--- config.mk ---
export PLATFORM = sky130hd
export DESIGN_NAME = infix_to_postfix_converter
export DESIGN_NICKNAME = d
export VERILOG_FILES = /design/src/sv/i2p_pkg.sv /design/src/sv/i2p_dpath.sv /design/src/sv/i2p_ctrl.sv /design/src/sv/infix_to_postfix_converter.sv
export SDC_FILE = /design/constraint.sdc
export NUM_CORES = 1
export LEC_CHECK = 0
export BUFFER_PORTS_ARGS = -buffer_cell sky130_fd_sc_hd__buf_2
export CORE_ASPECT_RATIO = 0.7
export CORE_UTILIZATION = 35
export CTS_CLUSTER_DIAMETER = 60
export CTS_CLUSTER_SIZE = 20
export DETAILED_ROUTE_END_ITERATION = 10
export SLEW_MARGIN = 20
export SYNTH_ARGS = -nofsm -noshare
export SYNTH_HDL_FRONTEND = slang
export SYNTH_SLANG_ARGS = --single-unit
--- constraint.sdc ---
create_clock -name clk -period 13.2 [get_ports clk]
set_input_delay 1.98 -clock clk [delete_from_list [all_inputs] [get_ports clk]]
set_output_delay 1.98 -clock clk [all_outputs]
set_load 0.005 [all_outputs]
--- src/sv/i2p_pkg.sv ---
package i2p_pkg;

	// Operator stack geometry.
	localparam int STACK_DEPTH = 16;
	localparam int CNT_W       = $clog2(STACK_DEPTH + 1);
	localparam int ADDR_W      = $clog2(STACK_DEPTH);

	// Input token kinds.
	localparam logic [2:0] CMD_OPERAND  = 3'd0;
	localparam logic [2:0] CMD_OPERATOR = 3'd1;
	localparam logic [2:0] CMD_OPEN     = 3'd2;
	localparam logic [2:0] CMD_CLOSE    = 3'd3;
	localparam logic [2:0] CMD_END      = 3'd4;

	// Result kinds.
	localparam logic [1:0] KIND_OPERAND  = 2'd0;
	localparam logic [1:0] KIND_OPERATOR = 2'd1;
	localparam logic [1:0] KIND_STATUS   = 2'd2;

	// Error codes carried by status words.
	localparam logic [1:0] ERR_NONE     = 2'd0;
	localparam logic [1:0] ERR_OVERFLOW = 2'd1;
	localparam logic [1:0] ERR_CLOSE    = 2'd2;
	localparam logic [1:0] ERR_OPEN     = 2'd3;

	// Stack entry that marks an open parenthesis.
	localparam logic [2:0] PAREN_MARK = 3'd4;

	// Commands from the controller to the datapath.
	typedef struct packed {
		logic       tok_load;
		logic       rd_en;
		logic       pop;
		logic       push_op;
		logic       push_paren;
		logic       emit;
		logic [1:0] emit_kind;
		logic       err_load;
		logic [1:0] err_val;
		logic       flush;
	} i2p_cmd_t;

	// Status from the datapath to the controller.
	typedef struct packed {
		logic count_zero;
		logic count_one;
		logic count_full;
		logic top_paren;
		logic top_pops;
		logic pend_valid;
		logic slot_free;
	} i2p_stat_t;

	// Multiply and divide outrank add and subtract.
	function automatic logic prec_hi(input logic [1:0] code);
		return code[1];
	endfunction

endpackage

--- src/sv/i2p_dpath.sv ---
module i2p_dpath
	import i2p_pkg::*;
(
	input  logic        clk,
	input  logic        arst_n,
	input  i2p_cmd_t    cmd_bus,
	output i2p_stat_t   stat,
	input  logic [1:0]  op_code,
	input  logic [31:0] operand_value,
	output logic        out_valid,
	input  logic        out_ready,
	output logic [1:0]  out_kind,
	output logic [1:0]  out_op,
	output logic [31:0] out_value,
	output logic [1:0]  out_error,
	output logic        out_last
);

	logic [2:0]       stack_mem [STACK_DEPTH];
	logic [CNT_W-1:0] count_q;
	logic [2:0]       rd_data_q;
	logic [1:0]       tok_op_q;
	logic [1:0]       err_q;

	logic             pend_valid_q;
	logic [1:0]       pend_kind_q;
	logic [1:0]       pend_op_q;
	logic [31:0]      pend_value_q;
	logic [1:0]       pend_error_q;

	logic             out_valid_q;
	logic [1:0]       out_kind_q;
	logic [1:0]       out_op_q;
	logic [31:0]      out_value_q;
	logic [1:0]       out_error_q;
	logic             out_last_q;

	logic [CNT_W-1:0] rd_cnt;
	logic [ADDR_W-1:0] rd_addr;
	logic [ADDR_W-1:0] wr_addr;
	logic             slot_free;
	logic             emit_move;
	logic             flush_move;
	logic [1:0]       new_kind;
	logic [1:0]       new_op;
	logic [31:0]      new_value;
	logic [1:0]       new_error;

	// The read address is the top entry, or the one below it when the top
	// is popped in the same cycle.
	assign rd_cnt  = cmd_bus.pop ? count_q - CNT_W'(2) : count_q - CNT_W'(1);
	assign rd_addr = rd_cnt[ADDR_W-1:0];
	assign wr_addr = count_q[ADDR_W-1:0];

	always_ff @(posedge clk) begin
		if (cmd_bus.push_op) begin
			stack_mem[wr_addr] <= {1'b0, tok_op_q};
		end else if (cmd_bus.push_paren) begin
			stack_mem[wr_addr] <= PAREN_MARK;
		end
		if (cmd_bus.rd_en) begin
			rd_data_q <= stack_mem[rd_addr];
		end
	end

	always_ff @(posedge clk or negedge arst_n) begin
		if (!arst_n) begin
			count_q <= '0;
		end else if (cmd_bus.push_op || cmd_bus.push_paren) begin
			count_q <= count_q + CNT_W'(1);
		end else if (cmd_bus.pop) begin
			count_q <= count_q - CNT_W'(1);
		end
	end

	always_ff @(posedge clk) begin
		if (cmd_bus.tok_load) begin
			tok_op_q <= op_code;
		end
		if (cmd_bus.err_load) begin
			err_q <= cmd_bus.err_val;
		end
	end

	assign slot_free = !out_valid_q || out_ready;

	always_comb begin
		new_kind  = cmd_bus.emit_kind;
		new_op    = '0;
		new_value = '0;
		new_error = ERR_NONE;
		case (cmd_bus.emit_kind)
			KIND_OPERAND:  new_value = operand_value;
			KIND_OPERATOR: new_op    = rd_data_q[1:0];
			KIND_STATUS:   new_error = err_q;
			default:       new_kind  = KIND_STATUS;
		endcase
	end

	// A new result pushes the held one out as a non-final word; a flush sends
	// the held one as the final word of its token.
	assign emit_move  = cmd_bus.emit && pend_valid_q;
	assign flush_move = cmd_bus.flush && pend_valid_q && slot_free;

	always_ff @(posedge clk or negedge arst_n) begin
		if (!arst_n) begin
			pend_valid_q <= 1'b0;
		end else if (cmd_bus.emit) begin
			pend_valid_q <= 1'b1;
		end else if (flush_move) begin
			pend_valid_q <= 1'b0;
		end
	end

	always_ff @(posedge clk) begin
		if (cmd_bus.emit) begin
			pend_kind_q  <= new_kind;
			pend_op_q    <= new_op;
			pend_value_q <= new_value;
			pend_error_q <= new_error;
		end
	end

	always_ff @(posedge clk or negedge arst_n) begin
		if (!arst_n) begin
			out_valid_q <= 1'b0;
		end else if (emit_move || flush_move) begin
			out_valid_q <= 1'b1;
		end else if (out_ready) begin
			out_valid_q <= 1'b0;
		end
	end

	always_ff @(posedge clk) begin
		if (emit_move || flush_move) begin
			out_kind_q  <= pend_kind_q;
			out_op_q    <= pend_op_q;
			out_value_q <= pend_value_q;
			out_error_q <= pend_error_q;
			out_last_q  <= flush_move;
		end
	end

	assign out_valid = out_valid_q;
	assign out_kind  = out_kind_q;
	assign out_op    = out_op_q;
	assign out_value = out_value_q;
	assign out_error = out_error_q;
	assign out_last  = out_last_q;

	assign stat.count_zero = (count_q == '0);
	assign stat.count_one  = (count_q == CNT_W'(1));
	assign stat.count_full = (count_q == CNT_W'(STACK_DEPTH));
	assign stat.top_paren  = (rd_data_q == PAREN_MARK);
	assign stat.top_pops   = (rd_data_q != PAREN_MARK) &&
		(prec_hi(rd_data_q[1:0]) || !prec_hi(tok_op_q));
	assign stat.pend_valid = pend_valid_q;
	assign stat.slot_free  = slot_free;

endmodule

--- src/sv/i2p_ctrl.sv ---
module i2p_ctrl
	import i2p_pkg::*;
(
	input  logic      clk,
	input  logic      arst_n,
	input  logic      in_valid,
	output logic      in_ready,
	input  logic [2:0] cmd,
	input  i2p_stat_t stat,
	output i2p_cmd_t  cmd_bus
);

	localparam logic [2:0] S_IDLE  = 3'd0;
	localparam logic [2:0] S_CHK   = 3'd1;
	localparam logic [2:0] S_PUSH  = 3'd2;
	localparam logic [2:0] S_ERR   = 3'd3;
	localparam logic [2:0] S_FLUSH = 3'd4;

	logic [2:0] state_q;
	logic [2:0] state_d;
	logic [2:0] tok_cmd_q;
	logic       accept;
	logic       stall;

	assign in_ready = (state_q == S_IDLE);
	assign accept   = in_valid && in_ready;
	assign stall    = stat.pend_valid && !stat.slot_free;

	always_ff @(posedge clk or negedge arst_n) begin
		if (!arst_n) begin
			state_q <= S_IDLE;
		end else begin
			state_q <= state_d;
		end
	end

	always_ff @(posedge clk) begin
		if (accept) begin
			tok_cmd_q <= cmd;
		end
	end

	always_comb begin
		state_d = state_q;
		cmd_bus = '0;
		case (state_q)
			S_IDLE: begin
				if (accept) begin
					cmd_bus.tok_load = 1'b1;
					cmd_bus.err_load = 1'b1;
					case (cmd)
						CMD_OPERAND: begin
							cmd_bus.emit      = 1'b1;
							cmd_bus.emit_kind = KIND_OPERAND;
							state_d           = S_FLUSH;
						end
						CMD_OPERATOR: begin
							cmd_bus.err_val = ERR_OVERFLOW;
							if (stat.count_zero) begin
								state_d = S_PUSH;
							end else begin
								cmd_bus.rd_en = 1'b1;
								state_d       = S_CHK;
							end
						end
						CMD_OPEN: begin
							cmd_bus.err_val = ERR_OVERFLOW;
							if (stat.count_full) begin
								state_d = S_ERR;
							end else begin
								cmd_bus.push_paren = 1'b1;
							end
						end
						CMD_CLOSE: begin
							cmd_bus.err_val = ERR_CLOSE;
							if (stat.count_zero) begin
								state_d = S_ERR;
							end else begin
								cmd_bus.rd_en = 1'b1;
								state_d       = S_CHK;
							end
						end
						CMD_END: begin
							cmd_bus.err_val = ERR_NONE;
							if (stat.count_zero) begin
								state_d = S_ERR;
							end else begin
								cmd_bus.rd_en = 1'b1;
								state_d       = S_CHK;
							end
						end
						default: state_d = S_IDLE;
					endcase
				end
			end
			S_CHK: begin
				if (!stall) begin
					case (tok_cmd_q)
						CMD_OPERATOR: begin
							if (!stat.top_pops) begin
								if (stat.count_full) begin
									state_d = S_ERR;
								end else begin
									cmd_bus.push_op = 1'b1;
									state_d         = S_FLUSH;
								end
							end else begin
								cmd_bus.emit      = 1'b1;
								cmd_bus.emit_kind = KIND_OPERATOR;
								cmd_bus.pop       = 1'b1;
								if (stat.count_one) begin
									state_d = S_PUSH;
								end else begin
									cmd_bus.rd_en = 1'b1;
								end
							end
						end
						CMD_CLOSE: begin
							cmd_bus.pop = 1'b1;
							if (stat.top_paren) begin
								state_d = S_FLUSH;
							end else begin
								cmd_bus.emit      = 1'b1;
								cmd_bus.emit_kind = KIND_OPERATOR;
								if (stat.count_one) begin
									state_d = S_ERR;
								end else begin
									cmd_bus.rd_en = 1'b1;
								end
							end
						end
						default: begin
							// End marker: drain everything, dropping parens.
							cmd_bus.pop = 1'b1;
							if (stat.top_paren) begin
								cmd_bus.err_load = 1'b1;
								cmd_bus.err_val  = ERR_OPEN;
							end else begin
								cmd_bus.emit      = 1'b1;
								cmd_bus.emit_kind = KIND_OPERATOR;
							end
							if (stat.count_one) begin
								state_d = S_ERR;
							end else begin
								cmd_bus.rd_en = 1'b1;
							end
						end
					endcase
				end
			end
			S_PUSH: begin
				cmd_bus.push_op = 1'b1;
				state_d         = S_FLUSH;
			end
			S_ERR: begin
				if (!stall) begin
					cmd_bus.emit      = 1'b1;
					cmd_bus.emit_kind = KIND_STATUS;
					state_d           = S_FLUSH;
				end
			end
			S_FLUSH: begin
				cmd_bus.flush = 1'b1;
				if (!stat.pend_valid || stat.slot_free) begin
					state_d = S_IDLE;
				end
			end
			default: state_d = S_IDLE;
		endcase
	end

endmodule

--- src/sv/infix_to_postfix_converter.sv ---
// Shunting-yard infix to postfix converter.
// The input channel (in_valid/in_ready) takes one infix token per word:
// cmd selects operand, operator, open paren, close paren or end marker,
// with op_code and operand_value as the token's payload. The output
// channel (out_valid/out_ready) delivers postfix words in order; out_last
// marks the final word that a token releases. Tokens that release nothing
// (a pushed operator or open paren, or an unused cmd code) give no word.
// Each result is held one step in a pending register so that out_last is
// known when the word moves into the output register.
// Throughput is one token at a time. An operand's word passes through the
// pending register and then the output register. Stack pops go one at a
// time, since the operator stack is a memory with one registered read
// port; an operator, close paren or end marker steps through its pops in
// the check state, and an open paren is pushed while the controller stays
// idle. A status word is emitted from an error state of its own.
// Reset empties the stack, the pending register and the output register;
// stack contents are not cleared, as only entries below the count are ever read.
// When the receiver stalls, the output register holds its word and the
// controller waits before releasing any further word of the token.
module infix_to_postfix_converter
	import i2p_pkg::*;
(
	input  logic        clk,
	input  logic        arst_n,
	input  logic        in_valid,
	output logic        in_ready,
	input  logic [2:0]  cmd,
	input  logic [1:0]  op_code,
	input  logic signed [31:0] operand_value,
	output logic        out_valid,
	input  logic        out_ready,
	output logic [1:0]  out_kind,
	output logic [1:0]  out_op,
	output logic signed [31:0] out_value,
	output logic [1:0]  out_error,
	output logic        out_last
);

	i2p_cmd_t  cmd_bus;
	i2p_stat_t stat;
	logic [31:0] value_raw;

	// The controller sequences pushes, pops and emits; the datapath holds
	// the stack memory, its count, and the pending and output registers.
	i2p_ctrl u_ctrl (
		.clk      (clk),
		.arst_n   (arst_n),
		.in_valid (in_valid),
		.in_ready (in_ready),
		.cmd      (cmd),
		.stat     (stat),
		.cmd_bus  (cmd_bus)
	);

	i2p_dpath u_dpath (
		.clk           (clk),
		.arst_n        (arst_n),
		.cmd_bus       (cmd_bus),
		.stat          (stat),
		.op_code       (op_code),
		.operand_value (operand_value),
		.out_valid     (out_valid),
		.out_ready     (out_ready),
		.out_kind      (out_kind),
		.out_op        (out_op),
		.out_value     (value_raw),
		.out_error     (out_error),
		.out_last      (out_last)
	);

	assign out_value = signed'(value_raw);

endmodule
==> results.json <==
{
  "status": "completed",
  "grt_pass1_vias": 3665,
  "critical_path_class": "in -> reg",
  "routedWlPerCell_um": 17.49,
  "clock_latency_ps": 420,
  "wirelength_um": 13260,
  "reg2reg_slack_ps": 9500,
  "holdPathStages": 0,
  "post-cts-setup-buffers": 0,
  "grt_max_degree": 41,
  "async_flop_share": 0.06897,
  "portBuffers": 81,
  "seqCellArea_sq_um": 4304,
  "cp_max_fo": 14,
  "peakVddDrop_uv": 139.4,
  "min_from": "u_dpath.pend_kind_q[0]",
  "ys_top_cells_by_count": "edfxtp_1 (135), nand2_1 (45), and2_1 (36)",
  "min_to": "u_dpath.out_kind[0]",
  "final-hold-violation-count": 0,
  "leakagePower_nw": 2.784,
  "antenna_cells": 0,
  "avgSynthCellArea_sq_um": 14.62,
  "post_cts_resized": 0,
  "cts_tree": "built",
  "nNetsFinal": 563,
  "cts_sinks": 145,
  "core_region_area_sq_um": 17420,
  "ys_seq_area_frac": 0.6801,
  "synthFlopType": "edfxtp_1",
  "final_util": 0.4347,
  "vias": 3872,
  "p_clk_frac": 0.236,
  "clock-root-buffer": "clkbuf_16",
  "fin_cells": 758,
  "yosysTopAreaCell": "edfxtp_1",
  "relSlewSlack": 0.3271,
  "yosys.area.top_type_share": 0.6406,
  "switching_share": 0.3362,
  "tightestPinTransition_ps": 1003,
  "initial_core_util": 0.3634,
  "ys_ff_latch": 145,
  "grt_overflow": 0,
  "clkTransAtPathRegs_ps": 60,
  "dr.first_iter.drc_count": 345,
  "cts-buffers-inserted": 17,
  "worst_setup_path_start_kind": "input port",
  "pwr-share-comb": 0.346,
  "hold_buffers": 0,
  "multi_input_area_sq_um": 1932,
  "yosysWarnings": 0,
  "drc_errors": 0,
  "slew_viol_final": 0,
  "drive_gt1_frac": 0.2846,
  "dr.pass1.iters": 5,
  "grt.total_usage": 0.1487,
  "synth.cell_area_sq_um": 6329,
  "htree_levels": 4,
  "yosys-top-cells-area": "edfxtp_1 (64%), mux4_2 (6.4%), dfrtp_1 (4.0%)",
  "intPower_mw": 1.328,
  "cp.required_ps": 13370,
  "final_antenna_net_count": 0,
  "cp_data_arrival_time_ps": 4370,
  "yosysUniqueCellTypes": 53,
  "rows": 40,
  "synth_edf_count": 135,
  "tns_ps": 0,
  "powerDensity_nw_per_um2": 264.2,
  "viasPerCell": 5.108,
  "place_area_sq_um": 6975,
  "fin_skew_ps": 6.925,
  "r2r-end": "u_dpath.rd_data_q[1]",
  "syn_inst": 433,
  "grt_pass1_wl_um": 20420,
  "fin_crit_sh": 0.3180,
  "crit_path_end_kind": "flop",
  "setup_violations": 0,
  "max_freq_ghz": 0.2382,
  "die_area_sq_um": 18630,
  "power_frac_seq": 0.418,
  "nFillCells": 1579,
  "fin_hold_ws_ps": 416.2,
  "netSwitchingPower_uw": 672.7,
  "fp.dieW_um": 162.7,
  "rsz0062_at_grt": "no",
  "dp.cells": 726,
  "rr_worst_depth": 8,
  "cap_violations": 0,
  "pin_count": 82,
  "die_h_um": 114.5,
  "antenna_found_initial": 0,
  "holdCritPathClass": "reg -> reg",
  "r2r-start": "u_dpath.count_q[1]",
  "postLayoutCellArea_sq_um": 7571,
  "syn_nets": 482,
  "synth_most_common_cell": "edfxtp_1",
  "areaGrowthSynthToFinish_pct": 19.63,
  "hpwl_um": 9474,
  "clock_path_buffers": 2,
  "final.min_clock_period_ps": 4197,
  "gp_congestion": 0.8799
}
[power by group through the flow]
stage	sequential (mW)	combinational (mW)	clock (mW)
finish	0.837	0.692	0.472
global route	0.855	0.762	0.497
CTS	0.839	0.691	0.479
detailed placement	0.847	0.688	0
global placement	0.842	0.679	0
floorplan	0.834	0.481	0
[cell usage in the layout (no fill, tap or decap), drive strengths merged, types with 2 or more instances in the layout]
master      n
a211o       2
a21o        4
a21oi      11
a2bb2oi     4
a31oi       2
and2       36
and3        3
buf        85
bufinv      2
clkbuf     18
clkinv      2
clkinvlp    4
dfrtp      10
edfxtp    135
ha          8
inv        13
mux2        6
mux2i       8
mux4       18
nand2      45
nand2b      6
nand3       7
nand3b      2
nand4       2
nor2       30
nor2b       6
nor3        2
nor3b       2
o21ai      13
o22ai       6
o31ai       2
o32ai       3
or2         3
or3b        2
or4         4
xnor2       6
[how the worst max path moves through the flow]
stage | slack [ps] | end | start
final | 9000 | u_dpath.rd_data_q[1] | out_ready
after global routing | 8840 | u_dpath.rd_data_q[1] | out_ready
after CTS | 8900 | u_dpath.out_valid | out_ready
after detailed placement | 8470 | u_dpath.out_valid | out_ready
after global placement | 8540 | u_dpath.out_valid | out_ready
after floorplan | 5250 | u_dpath.out_error[0] | cmd[0]
[final cells by class]
class,count,share of cell area
clock buffers,18,0.05668
inverters,7,0.003471
flip-flops and latches,145,0.5685
clock inverters,14,0.02049
repair buffers,85,0.05751
well taps,231,0.03818
multi-input cells,258,0.2552
[registers in the layout, summed over array words and instances, names as in the netlist, 3 cells and up]
name and cells:
u_ctrl.state_q 3, u_ctrl.tok_cmd_q 3, u_dpath.count_q 5, u_dpath.out_value 32, u_dpath.pend_value_q 32, u_dpath.rd_data_q 3, u_dpath.stack_mem 48
[logic make-up (layout without fill, tap and decap cells)]
group / after synthesis / in the layout / share of synthesized area
adders and majority gates: 8 / 8 / 0.01582
muxes: 32 / 32 / 0.08739
AOI/OAI and AO/OA: 58 / 58 / 0.06445
DFF: 145 / 145 / 0.6801
buffers and inverters: 30 / 124 / 0.01859
xor gates and xnor gates: 7 / 7 / 0.009688
and+or+nand+nor: 153 / 153 / 0.1240
[routing by layer]
layer,wire length (um),global-route usage
met5,0,0
met4,194,0.05607
met3,964,0.04346
met2,5707,0.2017
met1,6390,0.2217
[critical path: stages]
cell      delay (ps)
buf_2             90
nand3b_1         250
nand2_1          270
nor2_1           780
o21ai_0          250
xnor2_1          360
mux2_2           380
[per-stage QoR]
step           power, mW  setup WS, ps
2_1_floorplan      1.315          5252
3_3_place_gp       1.521          8538
4_1_cts            2.009          8905
5_1_grt            2.114          8840
6_report           2.001          9003
3_5_place_dp       1.535          8466
No activity file was read; power rests on OpenSTA's default activity.
